==> config.mk <==
export PLATFORM = sky130hd
export DESIGN_NAME = three_frame_codon_translator_top_flat
export DESIGN_NICKNAME = d
export VERILOG_FILES = /design/src/rtl/tfct_pkg.sv /design/src/rtl/tfct_ifs.sv /design/src/rtl/tfct_codon.sv /design/src/rtl/three_frame_codon_translator_top.sv /design/src/flat_wrapper.sv
export SDC_FILE = /design/constraint.sdc
export NUM_CORES = 1
export LEC_CHECK = 0
export ABC_AREA = 1
export BUFFER_PORTS_ARGS = -buffer_cell sky130_fd_sc_hd__buf_2
export CELL_PAD_IN_SITES_DETAIL_PLACEMENT = 1
export CELL_PAD_IN_SITES_GLOBAL_PLACEMENT = 2
export CORE_MARGIN = 5
export CORE_UTILIZATION = 33
export CTS_CLUSTER_DIAMETER = 60
export DETAILED_ROUTE_END_ITERATION = 12
export HOLD_SLACK_MARGIN = 0.08
export PLACE_DENSITY = 0.82
export SETUP_SLACK_MARGIN = 0.15
export SYNTH_ARGS = -nofsm -noshare
export SYNTH_HDL_FRONTEND = slang
export SYNTH_SLANG_ARGS = --single-unit
==> constraint.sdc <==
create_clock -name clk_i -period 3.3 [get_ports clk_i]
set_input_delay 0.165 -clock clk_i [delete_from_list [all_inputs] [get_ports clk_i]]
set_output_delay 0.165 -clock clk_i [all_outputs]
set_load 0.01 [all_outputs]
==> src/rtl/tfct_pkg.sv <==
// package for the three-frame codon translator: types, constants, lookups
`timescale 1ns / 1ps

package tfct_pkg;

  localparam logic [7:0] LineWidthReset = 8'd60;
  localparam logic [7:0] UpperLimit     = 8'd90;
  localparam logic [7:0] CaseOffset     = 8'd32;
  localparam logic [7:0] CharUnknown    = 8'h58;  // 'X'
  localparam logic [7:0] CharA          = 8'h41;
  localparam logic [7:0] CharC          = 8'h43;
  localparam logic [7:0] CharG          = 8'h47;
  localparam logic [7:0] CharT          = 8'h54;
  localparam int unsigned NumFrames     = 3;

  localparam logic [1:0] CodeA = 2'd0;
  localparam logic [1:0] CodeC = 2'd1;
  localparam logic [1:0] CodeG = 2'd2;
  localparam logic [1:0] CodeT = 2'd3;

  // standard genetic code, index b1*16 + b2*4 + b3, leftmost letter is index 0
  localparam logic [511:0] GenCode =
    "KNKNTTTTRSRSIIMIQHQHPPPPRRRRLLLLEDEDAAAAGGGGVVVV*Y*YSSSS*CWCLFLF";

  typedef struct packed {
    logic       known;
    logic [1:0] code;
  } base_t;

  function automatic base_t base_decode(logic [7:0] c);
    base_t b;
    b.known = 1'b1;
    b.code  = CodeA;
    case (c)
      CharA:   b.code = CodeA;
      CharC:   b.code = CodeC;
      CharG:   b.code = CodeG;
      CharT:   b.code = CodeT;
      default: b.known = 1'b0;
    endcase
    return b;
  endfunction

endpackage

==> src/rtl/tfct_ifs.sv <==
// valid/ready channel interfaces of the codon translator
`timescale 1ns / 1ps

interface tfct_in_if;
  logic       valid;
  logic       ready;
  logic [7:0] base_char;
  logic       seq_start;
  modport source (output valid, base_char, seq_start, input ready);
  modport sink   (input valid, base_char, seq_start, output ready);
endinterface

interface tfct_out_if;
  logic       valid;
  logic       ready;
  logic [7:0] amino_char;
  logic [1:0] frame;
  logic       line_end;
  modport source (output valid, amino_char, frame, line_end, input ready);
  modport sink   (input valid, amino_char, frame, line_end, output ready);
endinterface

interface tfct_cfg_if;
  logic       valid;
  logic       ready;
  logic [7:0] line_width;
  modport source (output valid, line_width, input ready);
  modport sink   (input valid, line_width, output ready);
endinterface

==> src/rtl/tfct_codon.sv <==
// codon lookup: three decoded bases to a one-letter amino acid
`timescale 1ns / 1ps

module tfct_codon import tfct_pkg::*; (
  input  base_t      b1_i,
  input  base_t      b2_i,
  input  base_t      b3_i,
  output logic [7:0] amino_o
);

  logic [5:0] idx;

  assign idx = {b1_i.code, b2_i.code, b3_i.code};

  always_comb begin
    if (b1_i.known && b2_i.known && b3_i.known) begin
      amino_o = GenCode[9'd8 * (9'd63 - {3'd0, idx}) +: 8];
    end else begin
      amino_o = CharUnknown;
    end
  end

endmodule

==> src/rtl/three_frame_codon_translator_top.sv <==
// top level of the three-frame codon translator
// a result item is registered and shown in the cycle after the base that completes its codon is accepted
// throughput: one base item per cycle while no result item is stalled, set by the single result register
// the input stalls only while a result item waits and the output is not ready
// reset: line width 60, base history, phase and frame counts cleared, no result pending
`timescale 1ns / 1ps

module three_frame_codon_translator_top import tfct_pkg::*; #(
  parameter logic [7:0] LineWidthInit = LineWidthReset
) (
  input  logic      clk_i,
  input  logic      rst_ni,
  tfct_in_if.sink   in_i,
  tfct_out_if.source out_o,
  tfct_cfg_if.sink  cfg_i
);

  logic [7:0] line_width_q;
  base_t      prev0_q, prev1_q;
  logic [1:0] seen_q;
  logic [1:0] phase_q;
  logic [7:0] count_q [NumFrames];

  logic       out_valid_q;
  logic [7:0] amino_q;
  logic [1:0] frame_q;
  logic       line_end_q;

  logic       accept;
  logic       start;
  logic [7:0] char_red;
  base_t      cur_base;
  base_t      prev0_eff, prev1_eff;
  logic [1:0] seen_eff;
  logic [1:0] phase_eff;
  logic [1:0] fr;
  logic       emit;
  logic [7:0] count_cur;
  logic [7:0] count_inc;
  logic       le;
  logic [7:0] amino;

  assign in_i.ready  = !out_valid_q || out_o.ready;
  assign cfg_i.ready = 1'b1;
  assign accept      = in_i.valid && in_i.ready;
  assign start       = in_i.seq_start;

  assign char_red  = (in_i.base_char > UpperLimit) ? in_i.base_char - CaseOffset
                                                   : in_i.base_char;
  assign cur_base  = base_decode(char_red);

  // a sequence start acts as if the state were cleared just before this base
  assign seen_eff  = start ? 2'd0 : seen_q;
  assign phase_eff = start ? 2'd0 : phase_q;
  assign prev0_eff = start ? base_t'('0) : prev0_q;
  assign prev1_eff = start ? base_t'('0) : prev1_q;

  assign emit = (seen_eff == 2'd2);
  // codon began two bases back
  assign fr   = (phase_eff == 2'd2) ? 2'd0 : phase_eff + 2'd1;

  always_comb begin
    count_cur = '0;
    for (int i = 0; i < NumFrames; i++) begin
      if (fr == i[1:0]) begin
        count_cur = count_q[i];
      end
    end
    if (start) begin
      count_cur = '0;
    end
  end

  assign count_inc = count_cur + 8'd1;
  assign le        = (count_inc == line_width_q);

  tfct_codon u_codon (
    .b1_i    (prev1_eff),
    .b2_i    (prev0_eff),
    .b3_i    (cur_base),
    .amino_o (amino)
  );

  always_ff @(posedge clk_i or negedge rst_ni) begin
    if (!rst_ni) begin
      line_width_q <= LineWidthInit;
    end else if (cfg_i.valid) begin
      line_width_q <= cfg_i.line_width;
    end
  end

  always_ff @(posedge clk_i or negedge rst_ni) begin
    if (!rst_ni) begin
      prev0_q <= '0;
      prev1_q <= '0;
      seen_q  <= '0;
      phase_q <= '0;
      for (int i = 0; i < NumFrames; i++) begin
        count_q[i] <= '0;
      end
    end else if (accept) begin
      prev1_q <= prev0_eff;
      prev0_q <= cur_base;
      seen_q  <= emit ? 2'd2 : seen_eff + 2'd1;
      phase_q <= (phase_eff == 2'd2) ? 2'd0 : phase_eff + 2'd1;
      for (int i = 0; i < NumFrames; i++) begin
        if (emit && fr == i[1:0]) begin
          count_q[i] <= le ? 8'd0 : count_inc;
        end else if (start) begin
          count_q[i] <= '0;
        end
      end
    end
  end

  always_ff @(posedge clk_i or negedge rst_ni) begin
    if (!rst_ni) begin
      out_valid_q <= 1'b0;
    end else if (accept) begin
      out_valid_q <= emit;
    end else if (out_o.ready) begin
      out_valid_q <= 1'b0;
    end
  end

  always_ff @(posedge clk_i) begin
    if (accept && emit) begin
      amino_q    <= amino;
      frame_q    <= fr;
      line_end_q <= le;
    end
  end

  assign out_o.valid      = out_valid_q;
  assign out_o.amino_char = amino_q;
  assign out_o.frame      = frame_q;
  assign out_o.line_end   = line_end_q;

endmodule

==> src/flat_wrapper.sv <==
// flat-port wrapper written by rule: the top's interface ports become plain ports
module three_frame_codon_translator_top_flat import tfct_pkg::*;
#(
  parameter logic [7:0] LineWidthInit = LineWidthReset
)
  (clk_i, rst_ni, in_i_valid, in_i_base_char, in_i_seq_start, in_i_ready, out_o_valid, out_o_amino_char, out_o_frame, out_o_line_end, out_o_ready, cfg_i_valid, cfg_i_line_width, cfg_i_ready);
  tfct_in_if in_i_i ();
  tfct_out_if out_o_i ();
  tfct_cfg_if cfg_i_i ();
  input  logic clk_i;
  input  logic rst_ni;
  input wire logic [$bits(in_i_i.valid)-1:0] in_i_valid;
  input wire logic [$bits(in_i_i.base_char)-1:0] in_i_base_char;
  input wire logic [$bits(in_i_i.seq_start)-1:0] in_i_seq_start;
  output wire logic [$bits(in_i_i.ready)-1:0] in_i_ready;
  output wire logic [$bits(out_o_i.valid)-1:0] out_o_valid;
  output wire logic [$bits(out_o_i.amino_char)-1:0] out_o_amino_char;
  output wire logic [$bits(out_o_i.frame)-1:0] out_o_frame;
  output wire logic [$bits(out_o_i.line_end)-1:0] out_o_line_end;
  input wire logic [$bits(out_o_i.ready)-1:0] out_o_ready;
  input wire logic [$bits(cfg_i_i.valid)-1:0] cfg_i_valid;
  input wire logic [$bits(cfg_i_i.line_width)-1:0] cfg_i_line_width;
  output wire logic [$bits(cfg_i_i.ready)-1:0] cfg_i_ready;
  assign in_i_i.valid = in_i_valid;
  assign in_i_i.base_char = in_i_base_char;
  assign in_i_i.seq_start = in_i_seq_start;
  assign in_i_ready = in_i_i.ready;
  assign out_o_valid = out_o_i.valid;
  assign out_o_amino_char = out_o_i.amino_char;
  assign out_o_frame = out_o_i.frame;
  assign out_o_line_end = out_o_i.line_end;
  assign out_o_i.ready = out_o_ready;
  assign cfg_i_i.valid = cfg_i_valid;
  assign cfg_i_i.line_width = cfg_i_line_width;
  assign cfg_i_ready = cfg_i_i.ready;
  three_frame_codon_translator_top #(.LineWidthInit(LineWidthInit)) u_core (.clk_i(clk_i), .rst_ni(rst_ni), .in_i(in_i_i), .out_o(out_o_i), .cfg_i(cfg_i_i));
endmodule
Yosys cells after proc, flatten, opt, wreduce, memory -nomap -nowiden
Index checks and enable logic that the tools add are counted.
Widths: inputs -> output; s select.
{"block": "op_classes", "n_addsub": 5, "order_cmp": 1, "n_eq_ne": 9, "shift": 1, "mux": 20, "n_reduce_logical": 18}
{"op": "$shiftx 512x10->8 const A", "n": 1}
{"op": "$mux 8", "n": 10}
{"op": "$eq 8x7->1 const B", "n": 4}
{"op": "$add 8x1->8 const B", "n": 1}
{"op": "$eq 8x8->1", "n": 1}
{"op": "$gt 8x7->1 const B", "n": 1}
{"op": "$mux 2", "n": 4}
{"op": "$reduce_bool 2->1", "n": 4}
{"op": "$sub 8x6->8 const B", "n": 1}
{"op": "$logic_and 1x1->1", "n": 7}
{"op": "$eq 2x2->1 const B", "n": 3}
{"op": "$mux 3", "n": 2}
{"op": "$pmux 2 s3", "n": 1}
{"op": "$reduce_and 2->1", "n": 3}
{"op": "$sub 6x6->6 const A", "n": 1}
{"op": "$add 2x1->2 const B", "n": 2}
{"op": "$reduce_or 4->1", "n": 1}
{"op": "$mux 1", "n": 3}
{"op": "$eq 2x1->1 const B", "n": 1}
{"op": "$logic_not 2->1", "n": 1}
{"op": "$logic_not 1->1", "n": 1}
{"op": "$logic_or 1x1->1", "n": 1}
{"block": "totals", "ff_bits": 54, "input_bits": 22, "output_inout_bits": 14, "wordCells": 68}

Longest topological paths before layout
{"block": "depth", "ltp_word": 12, "depth_mapped": 20, "mapped_depth_nobuf": 19}

By module
Synthesis repeated with hierarchy kept, for this count alone.
{"block": "unflattened", "cells_unflattened": 419, "area_unflattened_um2": 3339.5}
{"module": "three_frame_codon_translator_top", "instances": 1, "cells_per_inst": 351, "area_each_um2": 2999.1}
{"module": "tfct_codon", "instances": 1, "cells_per_inst": 68, "area_each_um2": 340.3}

Least setup slack after synthesis
Ideal clock, no wire load.
{"block": "synth_timing", "path_type": "register to register", "from": "reg u_core.phase_q[1]", "to": "reg u_core.count_q[0] (netlist bit)", "arrival_time_ns": 2.276, "path_slack_ns": 0.906, "stages_incl_launch_ff": 19, "period_less_slack_ns": 2.394, "cell_sequence": "dfrtp_1 -> inv_2 -> nand3_2 -> inv_2 -> nand2_1 -> nand3_1 -> nand2_2 -> inv_2 -> ha_1 -> nand3_1 -> o21ai_1 -> nand2_1 -> nand2_1 -> nand2_1 -> nor2_2 -> nand3_4 -> buf_6 -> nand3_1 -> nand2_1"}
{"block": "synth_between", "elab_chain_len": 12, "word_cells_on_any_way": 18}
{"item": "start: declaration", "line": "three_frame_codon_translator_top.sv:21", "rtl": "logic [1:0] phase_q;"}
{"item": "start signal: assignment", "line": "three_frame_codon_translator_top.sv:105", "rtl": "phase_q <= (phase_eff == 2'd2) ? 2'd0 : phase_eff + 2'd1;"}
{"item": "$mux 2 *", "line": "three_frame_codon_translator_top.sv:54", "rtl": "assign phase_eff = start ? 2'd0 : phase_q;"}
{"item": "$add 2x1->2 or $eq 2x2->1 (tied branches)", "line": "three_frame_codon_translator_top.sv:60", "rtl": "assign fr = (phase_eff == 2'd2) ? 2'd0 : phase_eff + 2'd1;"}
{"item": "$mux 2 *", "line": "three_frame_codon_translator_top.sv:60"}
{"item": "net u_core.fr[1]", "line": "three_frame_codon_translator_top.sv:36", "rtl": "logic [1:0] fr;"}
{"item": "$logic_not 2->1", "line": "three_frame_codon_translator_top.sv:65", "rtl": "if (fr == i[1:0]) begin"}
{"item": "$mux 8 (3 in series)", "line": "three_frame_codon_translator_top.sv:65"}
{"item": "$mux 8", "line": "three_frame_codon_translator_top.sv:69", "rtl": "if (start) begin"}
{"item": "$add 8x1->8", "line": "three_frame_codon_translator_top.sv:74", "rtl": "assign count_inc = count_cur + 8'd1;"}
{"item": "$eq 8x8->1", "line": "three_frame_codon_translator_top.sv:75", "rtl": "assign le = (count_inc == line_width_q);"}
{"item": "$mux 8", "line": "three_frame_codon_translator_top.sv:108", "rtl": "count_q[i] <= le ? 8'd0 : count_inc;"}
{"item": "$mux 8", "line": "three_frame_codon_translator_top.sv:107", "rtl": "if (emit && fr == i[1:0]) begin"}
{"item": "end signal: indexed assignment", "line": "three_frame_codon_translator_top.sv:108"}
{"item": "end: declaration", "line": "three_frame_codon_translator_top.sv:22", "rtl": "logic [7:0] count_q [NumFrames];"}
Mark *: on every way through the listed nets, which the timed path passes. The rest lies on a longest branch.
A chain may end at the register's enable or synchronous reset.

Worst setup path in the final report
{"block": "layout_timing", "from": "reg u_core.phase_q[1]", "to": "reg u_core.count_q[17] (netlist bit)"}
{"block": "layout_between", "elab_chain_len": 12, "word_cells_on_any_way": 18}
{"item": "$mux 2 *", "line": "three_frame_codon_translator_top.sv:54"}
{"item": "$add 2x1->2 or $eq 2x2->1 (tied branches)", "line": "three_frame_codon_translator_top.sv:60"}
{"item": "$mux 2 *", "line": "three_frame_codon_translator_top.sv:60"}
{"item": "net u_core.fr[1]", "line": "three_frame_codon_translator_top.sv:36"}
{"item": "$logic_not 2->1", "line": "three_frame_codon_translator_top.sv:65, three_frame_codon_translator_top.sv:107"}
{"item": "$mux 8 (3 in series)", "line": "three_frame_codon_translator_top.sv:65"}
{"item": "$mux 8", "line": "three_frame_codon_translator_top.sv:69"}
{"item": "$add 8x1->8", "line": "three_frame_codon_translator_top.sv:74"}
{"item": "$eq 8x8->1", "line": "three_frame_codon_translator_top.sv:75"}
{"item": "$mux 8", "line": "three_frame_codon_translator_top.sv:108"}
{"item": "$mux 8", "line": "three_frame_codon_translator_top.sv:107"}
Marks and branches as above.

==> flow_summary_export.csv <==
group,metric,value,unit
cts,path_clk_slew,0.09,ns
timing,relSlewSlack,45.8,%
power_and_ir_drop,cellLeakagePower,1.92,nW
power_and_ir_drop,intPower,1.04,mW
yosys,synth_area_leaders,"dfrtp_1 (31%), nand2_1 (19%), nand3_1 (12%)",
global_route,antenna_found_initial,0,
finish,final_common_cell,"nand2_1",
placed_design,portBuffers,33,
placed_design,place_congestion,0.830,
timing,grt_setup_unrepaired,"true",
setup_path,critPathLaunchType,"flip-flop",
yosys,yosysTopAreaCellShare,31.0,%
cts,insertion_delay,0.31,ns
power_and_ir_drop,power.share.clock,31.8,%
yosys,synth.ff_latch_count,53,
yosys,synthCells,438,
yosys,yosys_most_used_dff,"dfrtp_1",
yosys,syn_nets,467,
setup_path,worstSetupPathType,"flip-flop to flip-flop",
finish,multi_input_area,0.00155,mm²
flow_run,drv_cap,0,
cts,cts_sinks,53,
timing,tightest_slew,0.812,ns
global_route,grt_max_degree,28,
timing,fmax,354,MHz
cts,cts_made_buffers,5,
finish,drive_gt1_share,15.5,%
setup_path,arrival,3.03,ns
finish,num-nets-final,513,
finish,fill_cells,1200,
timing,finalHoldViolCount,0,
setup_path,end_kind,"flip-flop",
floorplan,dieArea,0.0116,mm²
timing,min_period,2.83,ns
finish,seqCellArea,0.00138,mm²
setup_path,crit_fanout,12,
power_and_ir_drop,peakVddDrop,159,µV
floorplan,start_util,33.9,%
floorplan,core_area,0.00928,mm²
drt,drtIter0Drc,186,
drt,wl_per_cell,15.4,µm
finish,fin_util,39.9,%
timing,hold_ws,0.0815,ns
yosys,synth_edf_count,10,
global_route,grt_pass1_vias,3092,
placed_design,dp_hpwl,7.18,mm
power_and_ir_drop,netSwitchingFraction,29.5,%
setup_path,cp_cell_sequence,"inv_4 -> nand3_2 -> inv_2 -> nand2_1 -> nand3_1 -> nand2_2 -> inv_2 -> ha_2 -> nand3_1 -> o21ai_2 -> nand2_1 -> nand2_1 -> nand2_1 -> nor2_4 -> nand3_4 -> nand3_1 -> nand2_1",
yosys,synth.distinct_cells,32,
setup_path,cp_common_cell,"nand2_1",
timing,finalSetupTns,0,ns
yosys,ys_warn_count,0,
yosys,synth-async-reset-ratio,81.1,%
placed_design,post-place-cells,598,
timing,setup_viol_count_final,0,
cts,htreeDepth,2,
status,status,"complete, no violations",
global_route,grt_overflow,0,
floorplan,die_w,108,µm
yosys,synth_area_leader_cell,"dfrtp_1",
global_route,grt_pass1_wl,15.6,mm
global_route,grt.total_usage,17.0,%
drt,drt-total-wl,9.47,mm
setup_path,cp.required,3.51,ns
yosys,syn_area_per_cell,7.19,µm²
setup_path,cp_slowest_cell,"dfrtp_2",
finish,stdcell_count,614,
yosys,synth_seq_area_share,43.9,%
power_and_ir_drop,p_sw,0.436,mW
drt,drt_pass1_iterations,4,
finish,area_growth,17.6,%
drt,ant_nets,0,
setup_path,worst-path-buf-inv,3,
floorplan,rows,35,
timing,slew_violations,0,
drt,via_per_inst,4.87,
drt,num_vias,2993,
timing,fin_crit_sh,85.7,%
finish,num_antenna_cells,0,
timing,finalClockSkew,0.00787,ns
worst_hold_path,min_path_type,"input port to flip-flop",
power_and_ir_drop,power_frac_comb,18.4,%
setup_path,crit_family,"simple AND/OR/NAND/NOR gates",
setup_path,slowest_delay,0.48,ns
floorplan,die_h,108,µm
drt,drc,0,
floorplan,io_pins,36,
cts,postCtsSetupBuffers,0,
cts,cts_tree,"built",
power_and_ir_drop,powerDensity,399,mW/mm²
cts,clockBufferDepth,2,
finish,final_cell_mix,"nand2_1 (158), nand3_1 (73), inv_1 (46)",
cts,root_buffer,"clkbuf_8",
yosys,mappedNetlistArea,0.00315,mm²
power_and_ir_drop,p_seq_share,49.8,%
## worst register-to-register path, stage by stage (launching register included)
cell     delay [ns]
dfrtp_2        0.48
inv_4          0.12
nand3_2        0.17
inv_2          0.14
nand2_1        0.06
nand3_1        0.08
nand2_2        0.12
inv_2          0.12
ha_2           0.24
nand3_1        0.19
o21ai_2        0.18
nand2_1        0.09
nand2_1        0.06
nand2_1        0.09
nor2_4         0.19
nand3_4        0.19
nand3_1        0.15
nand2_1        0.06
## through the flow
step	total power [mW]	worst slack [ns]	instance area (µm²)
5_1_grt	1.58	0.124	3700
3_5_place_dp	1.01	0.319	3480
2_1_floorplan	0.909	0.906	3150
6_report	1.48	0.472	3700
3_3_place_gp	0.998	0.393	3480
4_1_cts	1.49	0.271	3670
## kinds of logic after synthesis
logic type                 share of synthesized area (%)
adders and majority gates                           2.78
AOI/OAI and AO/OA                                   6.04
xor gates and xnor gates                           0.278
and+or+nand+nor                                     38.4
other                                              0.238
DFF                                                 43.9
muxes                                              0.358
buffers and inverters                               8.07
## flip-flops by register name, indices dropped and copies added (netlist names)
| name | count |
|---|---|
| u_core.out_o.line_end | 1 |
| u_core.out_o.valid | 1 |
| u_core.out_o.amino_char | 7 |
| u_core.out_o.frame | 2 |
| u_core.prev0_q | 3 |
| u_core.phase_q | 2 |
| u_core.count_q | 24 |
| u_core.seen_q | 2 |
| u_core.line_width_q | 8 |
| u_core.prev1_q | 3 |
## synthesized netlist by cell type, drive strengths merged (2+ instances only)
master	number
nand2	159
nand3	77
inv	50
dfrtp	39
nor2	37
o21ai	22
edfxtp	10
a21oi	7
ha	7
clkbuf	6
buf	4
dfstp	4
a31oi	3
nand4	3
conb	2
nor3	2
## routing by layer
layer / track usage, % / wire length, µm
met3: 2.28 / 362
met2: 29.4 / 4550
met4: 4.51 / 182
met5: 0 / 0
met1: 22.3 / 4370
## path summary, 6_finish.rpt
kind                            cells after the start                      to           startpoint  slack (ns)
worst min-delay path                                3  u_core.line_width_q[3]  cfg_i_line_width[3]        0.08
min in group asynchronous                           2  u_core.line_width_q[7]               rst_ni        0.32
max in group asynchronous                           3       u_core.phase_q[1]               rst_ni        2.24
worst max register to register                     17      u_core.count_q[17]    u_core.phase_q[1]        0.47
worst max-delay path                               17      u_core.count_q[17]    u_core.phase_q[1]        0.47
worst min register to register                      2        u_core.seen_q[1]     u_core.seen_q[1]        0.49
## power groups by stage
stage / clock, mW / sequential [mW] / combinational (mW)
finish: 0.469 / 0.736 / 0.272
global route: 0.522 / 0.742 / 0.312
global placement: 0 / 0.747 / 0.252
detailed placement: 0 / 0.748 / 0.258
floorplan: 0 / 0.745 / 0.165
CTS: 0.487 / 0.735 / 0.266
## area by class of cell
class                           instances  area share, %
Multi-Input combinational cell        325           41.8
Sequential cell                        53           37.3
Timing Repair Buffer                   48           7.97
Inverter                               51           5.30
Tap cell                              129           4.36
Clock buffer                            6           2.23
Clock inverter                          2           1.01
## repair_timing
| item | CTS | global route |
|---|---|---|
| hold buffers | 7 | 0 |
| hold endpoints to repair | 18 | 0 |
| setup endpoints to repair | 0 | 25 |
| gates resized for setup | 0 | 8 |
No activity file was read; power rests on OpenSTA's default activity.
